**src/kvt_pkg.sv**
```systemverilog
// ----------------------------------------------------------------------------
// kvt_pkg: shared types and constants of the key/value table
// Holds the field widths, request and status codes and the sequencer states.
// ----------------------------------------------------------------------------
`default_nettype none

package kvt_pkg;

   // default sizes
   localparam int TABLE_ENTRIES_DEF = 16;
   localparam int VALUE_BYTES_DEF   = 20;

   // field widths
   localparam int OP_W         = 2;
   localparam int KEY_W        = 32;
   localparam int VALUE_FULL_W = 160;
   localparam int STATUS_W     = 2;

   // stream widths, padded to whole bytes
   localparam int REQ_W   = 200;
   localparam int RSP_W   = 168;
   localparam int RSP_PAD = RSP_W - STATUS_W - VALUE_FULL_W;

   // request codes
   localparam logic [OP_W-1:0] OP_INSERT = 2'd0;
   localparam logic [OP_W-1:0] OP_SEARCH = 2'd1;
   localparam logic [OP_W-1:0] OP_DELETE = 2'd2;

   // result status codes
   localparam logic [STATUS_W-1:0] STATUS_DONE      = 2'd0;
   localparam logic [STATUS_W-1:0] STATUS_NOT_FOUND = 2'd1;
   localparam logic [STATUS_W-1:0] STATUS_FULL      = 2'd2;

   typedef enum logic [1:0] {
      ST_IDLE,
      ST_SCAN,
      ST_FINISH
   } state_type;

endpackage

`default_nettype wire

```
**src/kvt_ram.sv**
```systemverilog
// ----------------------------------------------------------------------------
// kvt_ram: generic single-port-write, single-port-read memory
// One write and one registered read per cycle.
// ----------------------------------------------------------------------------
`default_nettype none

module kvt_ram #(
   parameter int WIDTH = kvt_pkg::KEY_W + 8 * kvt_pkg::VALUE_BYTES_DEF,
   parameter int DEPTH = kvt_pkg::TABLE_ENTRIES_DEF
) (
   input  wire logic                     clock,
   input  wire logic                     wr_en,
   input  wire logic [$clog2(DEPTH)-1:0] wr_addr,
   input  wire logic [WIDTH-1:0]         wr_data,
   input  wire logic [$clog2(DEPTH)-1:0] rd_addr,
   output logic      [WIDTH-1:0]         rd_data
);

   logic [WIDTH-1:0] mem_ff [DEPTH];
   logic [WIDTH-1:0] rd_data_ff;

   always_ff @(posedge clock) begin
      if (wr_en) begin
         mem_ff[wr_addr] <= wr_data;
      end
      rd_data_ff <= mem_ff[rd_addr];
   end

   assign rd_data = rd_data_ff;

endmodule

`default_nettype wire

```
**src/key_value_table.sv**
```systemverilog
// a result is registered once the scan has found the key or compared the last entry and the
//   result register is free, so a hit early in the scan ends it sooner, and an earlier result
//   still held by rsp_tready low delays it
// a new request is taken only once the sequencer is idle again, after the last result is
//   registered; the single key comparator walks the entry memory one entry a cycle
// reset: synchronous, clears all valid marks (table empty) and the control state
// ----------------------------------------------------------------------------
// key_value_table: bounded associative table, signed 32-bit key to value
// Insert, search and delete by a sequential scan of the entry memory with
// one shared key comparator.
// ----------------------------------------------------------------------------
`default_nettype none

module key_value_table #(
   parameter int TABLE_ENTRIES = kvt_pkg::TABLE_ENTRIES_DEF,
   parameter int VALUE_BYTES   = kvt_pkg::VALUE_BYTES_DEF
) (
   input  wire logic                      clock,
   input  wire logic                      reset,
   // request stream
   input  wire logic                      req_tvalid,
   output logic                           req_tready,
   // fields from bit 0: operation[2], key[32], value_bytes_0_7[64],
   // value_bytes_8_15[64], value_bytes_16_19[32], zero pad[6]
   input  wire logic [kvt_pkg::REQ_W-1:0] req_tdata,
   // result stream
   output logic                           rsp_tvalid,
   input  wire logic                      rsp_tready,
   // fields from bit 0: status[2], found_value_0_7[64],
   // found_value_8_15[64], found_value_16_19[32], zero pad[6]
   output logic [kvt_pkg::RSP_W-1:0]      rsp_tdata
);

   localparam int IDX_W   = $clog2(TABLE_ENTRIES);
   localparam int CNT_W   = $clog2(TABLE_ENTRIES + 1);
   localparam int VALUE_W = 8 * VALUE_BYTES;
   localparam int ENTRY_W = kvt_pkg::KEY_W + VALUE_W;

   // sequencer
   kvt_pkg::state_type state_ff, state_in;

   // latched request
   logic [kvt_pkg::OP_W-1:0]  op_ff, op_in;
   logic [kvt_pkg::KEY_W-1:0] key_ff, key_in;
   logic [VALUE_W-1:0]        val_ff, val_in;

   // scan bookkeeping
   logic [CNT_W-1:0] idx_ff, idx_in;          // next entry to read
   logic             cmp_pend_ff, cmp_pend_in; // read data due this cycle
   logic [IDX_W-1:0] cmp_idx_ff, cmp_idx_in;   // entry of that read data
   logic             hit_ff, hit_in;
   logic [IDX_W-1:0] hit_idx_ff, hit_idx_in;
   logic             free_ff, free_in;         // lowest free entry seen
   logic [IDX_W-1:0] free_idx_ff, free_idx_in;
   logic [VALUE_W-1:0] found_ff, found_in;     // value of the matching entry

   // valid marks, one flop per entry
   logic [TABLE_ENTRIES-1:0] valid_ff, valid_in;

   // result register
   logic                                rsp_valid_ff, rsp_valid_in;
   logic [kvt_pkg::STATUS_W-1:0]        rsp_status_ff, rsp_status_in;
   logic [kvt_pkg::VALUE_FULL_W-1:0]    rsp_value_ff, rsp_value_in;

   // entry memory: key in the low bits, value above
   logic               ram_we;
   logic [IDX_W-1:0]   ram_waddr;
   logic [ENTRY_W-1:0] ram_wdata;
   logic [IDX_W-1:0]   ram_raddr;
   logic [ENTRY_W-1:0] ram_rdata;
   logic [kvt_pkg::KEY_W-1:0] rd_key;
   logic [VALUE_W-1:0]        rd_value;

   logic             scan_issue;
   logic             match;
   logic             finish_go;
   logic [IDX_W-1:0] wr_idx;
   logic [kvt_pkg::VALUE_FULL_W-1:0] req_value_full;

   kvt_ram #(
      .WIDTH (ENTRY_W),
      .DEPTH (TABLE_ENTRIES)
   ) u_entry_ram (
      .clock   (clock),
      .wr_en   (ram_we),
      .wr_addr (ram_waddr),
      .wr_data (ram_wdata),
      .rd_addr (ram_raddr),
      .rd_data (ram_rdata)
   );

   assign rd_key         = ram_rdata[kvt_pkg::KEY_W-1:0];
   assign rd_value       = ram_rdata[ENTRY_W-1:kvt_pkg::KEY_W];
   assign req_value_full = req_tdata[kvt_pkg::OP_W + kvt_pkg::KEY_W +: kvt_pkg::VALUE_FULL_W];

   // only an idle sequencer takes a request; a waiting result does not block it
   assign req_tready = (state_ff == kvt_pkg::ST_IDLE);

   assign rsp_tvalid = rsp_valid_ff;
   assign rsp_tdata  = {{kvt_pkg::RSP_PAD{1'b0}}, rsp_value_ff, rsp_status_ff};

   // existing key overwrites in place, else lowest free entry
   assign wr_idx = hit_ff ? hit_idx_ff : free_idx_ff;

   always_comb begin
      state_in      = state_ff;
      op_in         = op_ff;
      key_in        = key_ff;
      val_in        = val_ff;
      idx_in        = idx_ff;
      cmp_pend_in   = cmp_pend_ff;
      cmp_idx_in    = cmp_idx_ff;
      hit_in        = hit_ff;
      hit_idx_in    = hit_idx_ff;
      free_in       = free_ff;
      free_idx_in   = free_idx_ff;
      found_in      = found_ff;
      valid_in      = valid_ff;
      rsp_valid_in  = rsp_valid_ff;
      rsp_status_in = rsp_status_ff;
      rsp_value_in  = rsp_value_ff;
      ram_we        = 1'b0;
      ram_waddr     = wr_idx;
      ram_wdata     = {val_ff, key_ff};
      ram_raddr     = '0;
      scan_issue    = 1'b0;
      match         = 1'b0;
      finish_go     = 1'b0;

      // result beat taken
      if (rsp_valid_ff && rsp_tready) begin
         rsp_valid_in = 1'b0;
      end

      unique case (state_ff)
         kvt_pkg::ST_IDLE: begin
            if (req_tvalid) begin
               op_in       = req_tdata[kvt_pkg::OP_W-1:0];
               key_in      = req_tdata[kvt_pkg::OP_W +: kvt_pkg::KEY_W];
               // bytes beyond the value size are dropped, so they read back as zero
               val_in      = req_value_full[VALUE_W-1:0];
               idx_in      = '0;
               cmp_pend_in = 1'b0;
               hit_in      = 1'b0;
               free_in     = 1'b0;
               state_in    = kvt_pkg::ST_SCAN;
            end
         end

         kvt_pkg::ST_SCAN: begin
            // read side: one entry per cycle, data back in the next cycle
            scan_issue = (idx_ff < CNT_W'(TABLE_ENTRIES));
            if (scan_issue) begin
               ram_raddr   = idx_ff[IDX_W-1:0];
               idx_in      = idx_ff + CNT_W'(1);
               cmp_pend_in = 1'b1;
               cmp_idx_in  = idx_ff[IDX_W-1:0];
               if (!valid_ff[idx_ff[IDX_W-1:0]] && !free_ff) begin
                  free_in     = 1'b1;
                  free_idx_in = idx_ff[IDX_W-1:0];
               end
            end else begin
               cmp_pend_in = 1'b0;
            end
            // compare side: keys match bit for bit, valid entries only
            if (cmp_pend_ff) begin
               match = valid_ff[cmp_idx_ff] && (rd_key == key_ff);
               if (match) begin
                  hit_in      = 1'b1;
                  hit_idx_in  = cmp_idx_ff;
                  found_in    = rd_value;
                  cmp_pend_in = 1'b0;
                  state_in    = kvt_pkg::ST_FINISH;
               end else if (cmp_idx_ff == IDX_W'(TABLE_ENTRIES - 1)) begin
                  state_in = kvt_pkg::ST_FINISH;
               end
            end
         end

         kvt_pkg::ST_FINISH: begin
            // wait until the result register is free
            finish_go = !rsp_valid_ff || rsp_tready;
            if (finish_go) begin
               rsp_valid_in  = 1'b1;
               rsp_status_in = kvt_pkg::STATUS_NOT_FOUND;
               rsp_value_in  = '0;
               unique case (op_ff)
                  kvt_pkg::OP_INSERT: begin
                     if (hit_ff || free_ff) begin
                        ram_we           = 1'b1;
                        valid_in[wr_idx] = 1'b1;
                        rsp_status_in    = kvt_pkg::STATUS_DONE;
                     end else begin
                        rsp_status_in = kvt_pkg::STATUS_FULL;
                     end
                  end
                  kvt_pkg::OP_SEARCH: begin
                     if (hit_ff) begin
                        rsp_status_in = kvt_pkg::STATUS_DONE;
                        rsp_value_in  = kvt_pkg::VALUE_FULL_W'(found_ff);
                     end
                  end
                  kvt_pkg::OP_DELETE: begin
                     if (hit_ff) begin
                        valid_in[hit_idx_ff] = 1'b0;
                        rsp_status_in        = kvt_pkg::STATUS_DONE;
                     end
                  end
                  default: begin
                     // unused code: no change, reported as not found
                  end
               endcase
               state_in = kvt_pkg::ST_IDLE;
            end
         end

         default: begin
            state_in = kvt_pkg::ST_IDLE;
         end
      endcase
   end

   always_ff @(posedge clock) begin
      if (reset) begin
         state_ff     <= kvt_pkg::ST_IDLE;
         valid_ff     <= '0;
         rsp_valid_ff <= 1'b0;
         cmp_pend_ff  <= 1'b0;
         hit_ff       <= 1'b0;
         free_ff      <= 1'b0;
         idx_ff       <= '0;
      end else begin
         state_ff     <= state_in;
         valid_ff     <= valid_in;
         rsp_valid_ff <= rsp_valid_in;
         cmp_pend_ff  <= cmp_pend_in;
         hit_ff       <= hit_in;
         free_ff      <= free_in;
         idx_ff       <= idx_in;
      end
   end

   // payload, no reset
   always_ff @(posedge clock) begin
      op_ff         <= op_in;
      key_ff        <= key_in;
      val_ff        <= val_in;
      cmp_idx_ff    <= cmp_idx_in;
      hit_idx_ff    <= hit_idx_in;
      free_idx_ff   <= free_idx_in;
      found_ff      <= found_in;
      rsp_status_ff <= rsp_status_in;
      rsp_value_ff  <= rsp_value_in;
   end

`ifndef SYNTHESIS
   // an accepted request starts a scan
   assert property (@(posedge clock) disable iff (reset)
      (req_tvalid && req_tready) |=> (state_ff == kvt_pkg::ST_SCAN))
      else $error("request beat did not start a scan");

   // a successful insert leaves its entry valid
   assert property (@(posedge clock) disable iff (reset)
      (state_ff == kvt_pkg::ST_FINISH && finish_go && op_ff == kvt_pkg::OP_INSERT
       && (hit_ff || free_ff)) |=> valid_ff[$past(wr_idx)])
      else $error("inserted entry not marked valid");

   // a delete that hits leaves its entry free
   assert property (@(posedge clock) disable iff (reset)
      (state_ff == kvt_pkg::ST_FINISH && finish_go && op_ff == kvt_pkg::OP_DELETE
       && hit_ff) |=> !valid_ff[$past(hit_idx_ff)])
      else $error("deleted entry still valid");

   // table full is reported only when every entry is in use
   assert property (@(posedge clock) disable iff (reset)
      (state_ff == kvt_pkg::ST_FINISH && finish_go
       && rsp_status_in == kvt_pkg::STATUS_FULL) |-> (&valid_ff))
      else $error("full reported with a free entry");

   // a result carries data only when its status is done, as on a search hit
   assert property (@(posedge clock) disable iff (reset)
      (rsp_valid_ff && rsp_status_ff != kvt_pkg::STATUS_DONE) |-> (rsp_value_ff == '0))
      else $error("value returned on a miss");
`endif

endmodule

`default_nettype wire

```
**config.mk**
```make
export PLATFORM = sky130hd
export DESIGN_NAME = key_value_table
export DESIGN_NICKNAME = d
export VERILOG_FILES = /design/src/kvt_pkg.sv /design/src/kvt_ram.sv /design/src/key_value_table.sv
export SDC_FILE = /design/constraint.sdc
export NUM_CORES = 2
export LEC_CHECK = 0
export BUFFER_PORTS_ARGS = -buffer_cell sky130_fd_sc_hd__buf_4
export CAP_MARGIN = 0
export CORE_MARGIN = 1.5
export CORE_UTILIZATION = 50
export DETAILED_ROUTE_END_ITERATION = 10
export PLACE_DENSITY = 0.73
export SLEW_MARGIN = 20
export SYNTH_ARGS = -nofsm -noshare
export SYNTH_HDL_FRONTEND = slang
export SYNTH_SLANG_ARGS = --single-unit
```
**constraint.sdc**
```tcl
create_clock -name clock -period 19.3 [get_ports clock]
set_clock_uncertainty 0.1 [all_clocks]
set_input_delay 3.86 -clock clock [delete_from_list [all_inputs] [get_ports clock]]
set_output_delay 3.86 -clock clock [all_outputs]
set_load 0.02 [all_outputs]
```
==> impl_results.md <==
* Clock Tree Buf Depth at 4
* Yosys top cell area share at between 70% and 80%
* Worst path required time at roughly 20000 ps
* Final setup vio count at 0
* Switch share at between 20% and 30%
* Seq/Total Area, Yosys at 80.6%
* Layout area overhead at 13.2%
* Tcrit/Tclk final at between 40% and 50%
* Final ANT Viol Nets at 0
* Non-filler cells, final at 13100
* Root Driver: clkbuf_16
* Failing checks: design-rule violations
* Routability cong. at around 0.81
* First-pass GRT wire length at approximately 540000 µm
* Post-cts sizing count at 0
* Synth Warn # at 0
* PwrDens at 109 mW/mm²
* WL final at 370000 µm
* Min Clock Period, post-route at approximately 8300 ps
* M1 WL at between 100000 and 150000 µm
* Crit path kind: in -> reg
* CTS Hold Bufs at 0
* Cts bufs inserted at between 300 and 400
* Combinational share of power at about 4.7%
* Residual DRC at 2
* Reg-to-Reg Start: state_ff[1]$_SDFFE_PP0P_
* Overflow after GRT at 0
* Post-Place Cells at approximately 12000
* Initial antenna violation count at 17
* Ys async rst share at 0%
* Routed length on met2 at roughly 180000 µm
* Endpoint class of the critical path: register
* Crit path launch type: input pin
* Post-DR wirelength/cell at between 20 and 30 µm
* Top Metal Used: met5
* Measured slew at the worst slew-check pin at 1290 ps
* Core Rows at roughly 190
* Pleak at between 50 and 60 nW
* P_int at 13.5 mW
* Outcome: finished with violations
* Initial drt markers at 12100
* Layout cell share with drive strength beyond 1 at roughly 12%
* Vias per cell at around 6.3
* IO buf count at approximately 360
* Largest net degree at the start of global routing at ~190
* Crit path to: u_entry_ram.mem_ff[6][101]$_DFFE_PP_
* Routed length on met3 at 38300 µm
* CP Data Arrival Time at roughly 8700 ps
* Core area at 0.277 mm²
* Worst-skew pair later-pin latency at 900 ps
* R2r setup slk at between 10000 and 15000 ps
* Worst-path maximum fanout at between 40 and 50
* IO Count at between 300 and 400
* Die area at 0.282 mm²
* Main synth FF type: edfxtp_1
* CTS clk-pin slew, worst paths at approximately 60 ps
* Nets@finish at between 9000 and 10000
* Slew HR at 14.3%
* R2R depth at 8
* Power Total at approximately 17 mW
* Post-synthesis cell area at ~0.14 mm²
* Synth cell count leaders: edfxtp_1 (3600), nand2_1 (1508), a31oi_1 (614)
* CTS tree: done
* Max cap viols at 0
* Cell variety after synth at 63
* Hold/Removal Path Class: reg -> reg
* Part of the power in registers at 53.9%
* Yosys top cell by area: edfxtp_1
* NetSw at 3.75 mW
* VDD IR-drop max at between 100 and 150 µV
* Setup_tns at 0 ps
* Max Fclk at 0.120 GHz
* Layout fillers at around 20000
* EDFF count, synth at between 3000 and 4000
* H-tree depth at 5
* Total GRT Usage at between 20% and 30%
* Die H at 531 µm
* Synth Area per Inst at 15.9 µm²
* RSZ-0062 raised after global routing: false
* Starting Density at between 50 and 60%
* Clock power frac at 41.4%
* TritonRoute pass-1 iters at 9
* Clk sink count at 3819
* DR vias at 82600
* Crit path from: rsp_tready
* Syn Inst Count at 8790
* HPWL Detailed at 176000 µm
* Fin. Hold Viols at 0
* Die width at 531 µm
* Max Slew Vio Count at 0
* Yosys reg bits at between 3000 and 4000
* Worst r2r dst: u_entry_ram.mem_ff[6][101]$_DFFE_PP_
* Synth top area cells: edfxtp_1 (77%), nand2_1 (4.1%), dfxtp_1 (3.1%)
* Most common cell in the synthesized netlist: edfxtp_1
* Vias in the first global route at about 82000
* Setup Fix Bufs, Post-CTS at 0
==> sequential cells by signal, summed over array words and instances (netlist names), 4 cells and up <==
name and count:
hit_idx_ff 4, free_idx_ff 4, val_ff 160, key_ff 32
u_entry_ram.rd_data 192, u_entry_ram.mem_ff 3072, found_ff 160, idx_ff 5
valid_ff 16, cmp_idx_ff 4, rsp_value_ff 160
==> layout make-up <==
cell class	count	area, µm²	area share (%)
Clock inverter	190	2040	1.29
Inverter	14	65.1	0.0412
Timing Repair Buffer	505	4070	2.57
Antenna cell	15	37.5	0.0237
Tap cell	3705	4640	2.93
Sequential cell	3819	112000	71.2
Clock buffer	476	9860	6.24
Multi-Input combinational cell	4348	24900	15.7
==> power groups by stage <==
stage / logic (mW) / clock network, mW / registers (mW)
after floorplan: 0.516 / 0 / 9.40
after global placement: 0.791 / 0 / 9.45
after detailed placement: 0.798 / 0 / 9.46
after CTS: 0.805 / 7.18 / 9.28
after global routing: 0.865 / 7.50 / 9.29
final: 0.816 / 7.12 / 9.28
==> through the flow <==
stage / instance area [µm²] / hold WS, ps / util (%) / setup WS [ps]
5_1_grt: 158000 / 299 / 57.0 / 10910
3_3_place_gp: 146000 / 288 / 52.7 / 10100
6_report: 158000 / 289 / 57.0 / 11000
2_1_floorplan: 140000 / 286 / - / 1200
4_1_cts: 158000 / 283 / 57.0 / 11020
3_5_place_dp: 146000 / 289 / 52.7 / 10110
==> cells by family (layout without fill, tap and decap cells) <==
| family | Yosys count | in the layout | share of synthesized area (%) |
|---|---|---|---|
| AOI/OAI and AO/OA | 1768 | 1768 | 8.75 |
| adders and majority gates | 4 | 4 | 0.0358 |
| buffers and inverters | 628 | 1185 | 1.85 |
| and+or+nand+nor | 2381 | 2381 | 7.41 |
| muxes | 154 | 154 | 1.18 |
| other | 1 | 21 | 0.00269 |
| xor gates and xnor gates | 35 | 35 | 0.220 |
| DFF | 3819 | 3819 | 80.6 |
==> worst max-delay path: stages <==
cell and delay (ps):
buf_4 80, nor2b_1 70, or3b_2 540, nor2_1 230
nand2_1 290, nor2_4 890, buf_4 870, buf_4 840
buf_4 890
==> worst min path at each step <==
| stage | to | slack, ps | cells past startpoint | start |
|---|---|---|---|---|
| after floorplan | found_ff[0]$_DFFE_PP_ | 290 | 0 | u_entry_ram.rd_data[32]$_DFF_P_ |
| after global placement | found_ff[34]$_DFFE_PP_ | 290 | 0 | u_entry_ram.rd_data[66]$_DFF_P_ |
| after detailed placement | found_ff[130]$_DFFE_PP_ | 290 | 0 | u_entry_ram.rd_data[162]$_DFF_P_ |
| after CTS | found_ff[86]$_DFFE_PP_ | 280 | 0 | u_entry_ram.rd_data[118]$_DFF_P_ |
| after global routing | found_ff[53]$_DFFE_PP_ | 300 | 0 | u_entry_ram.rd_data[85]$_DFF_P_ |
| final | found_ff[124]$_DFFE_PP_ | 290 | 0 | u_entry_ram.rd_data[156]$_DFF_P_ |
==> cell usage in the layout, fill, tap and decap left out, types with 145 or more instances in the layout <==
cell type,count
a21oi_1,186
a31oi_1,614
and3_1,166
buf_4,484
clkbuf_16,365
dfxtp_1,216
edfxtp_1,3600
nand2_1,1507
nand3_1,145
nor2_1,315
o21ai_0,193
o221ai_1,450
==> metal layers <==
metal  vias to the layer above  track usage [%]
met4                         2             10.6
met2                      5508             41.0
met3                       807             4.13
li1                      34800                -
met1                     41500             34.5
met5                         -                0
(Power assumes the default switching activity.)
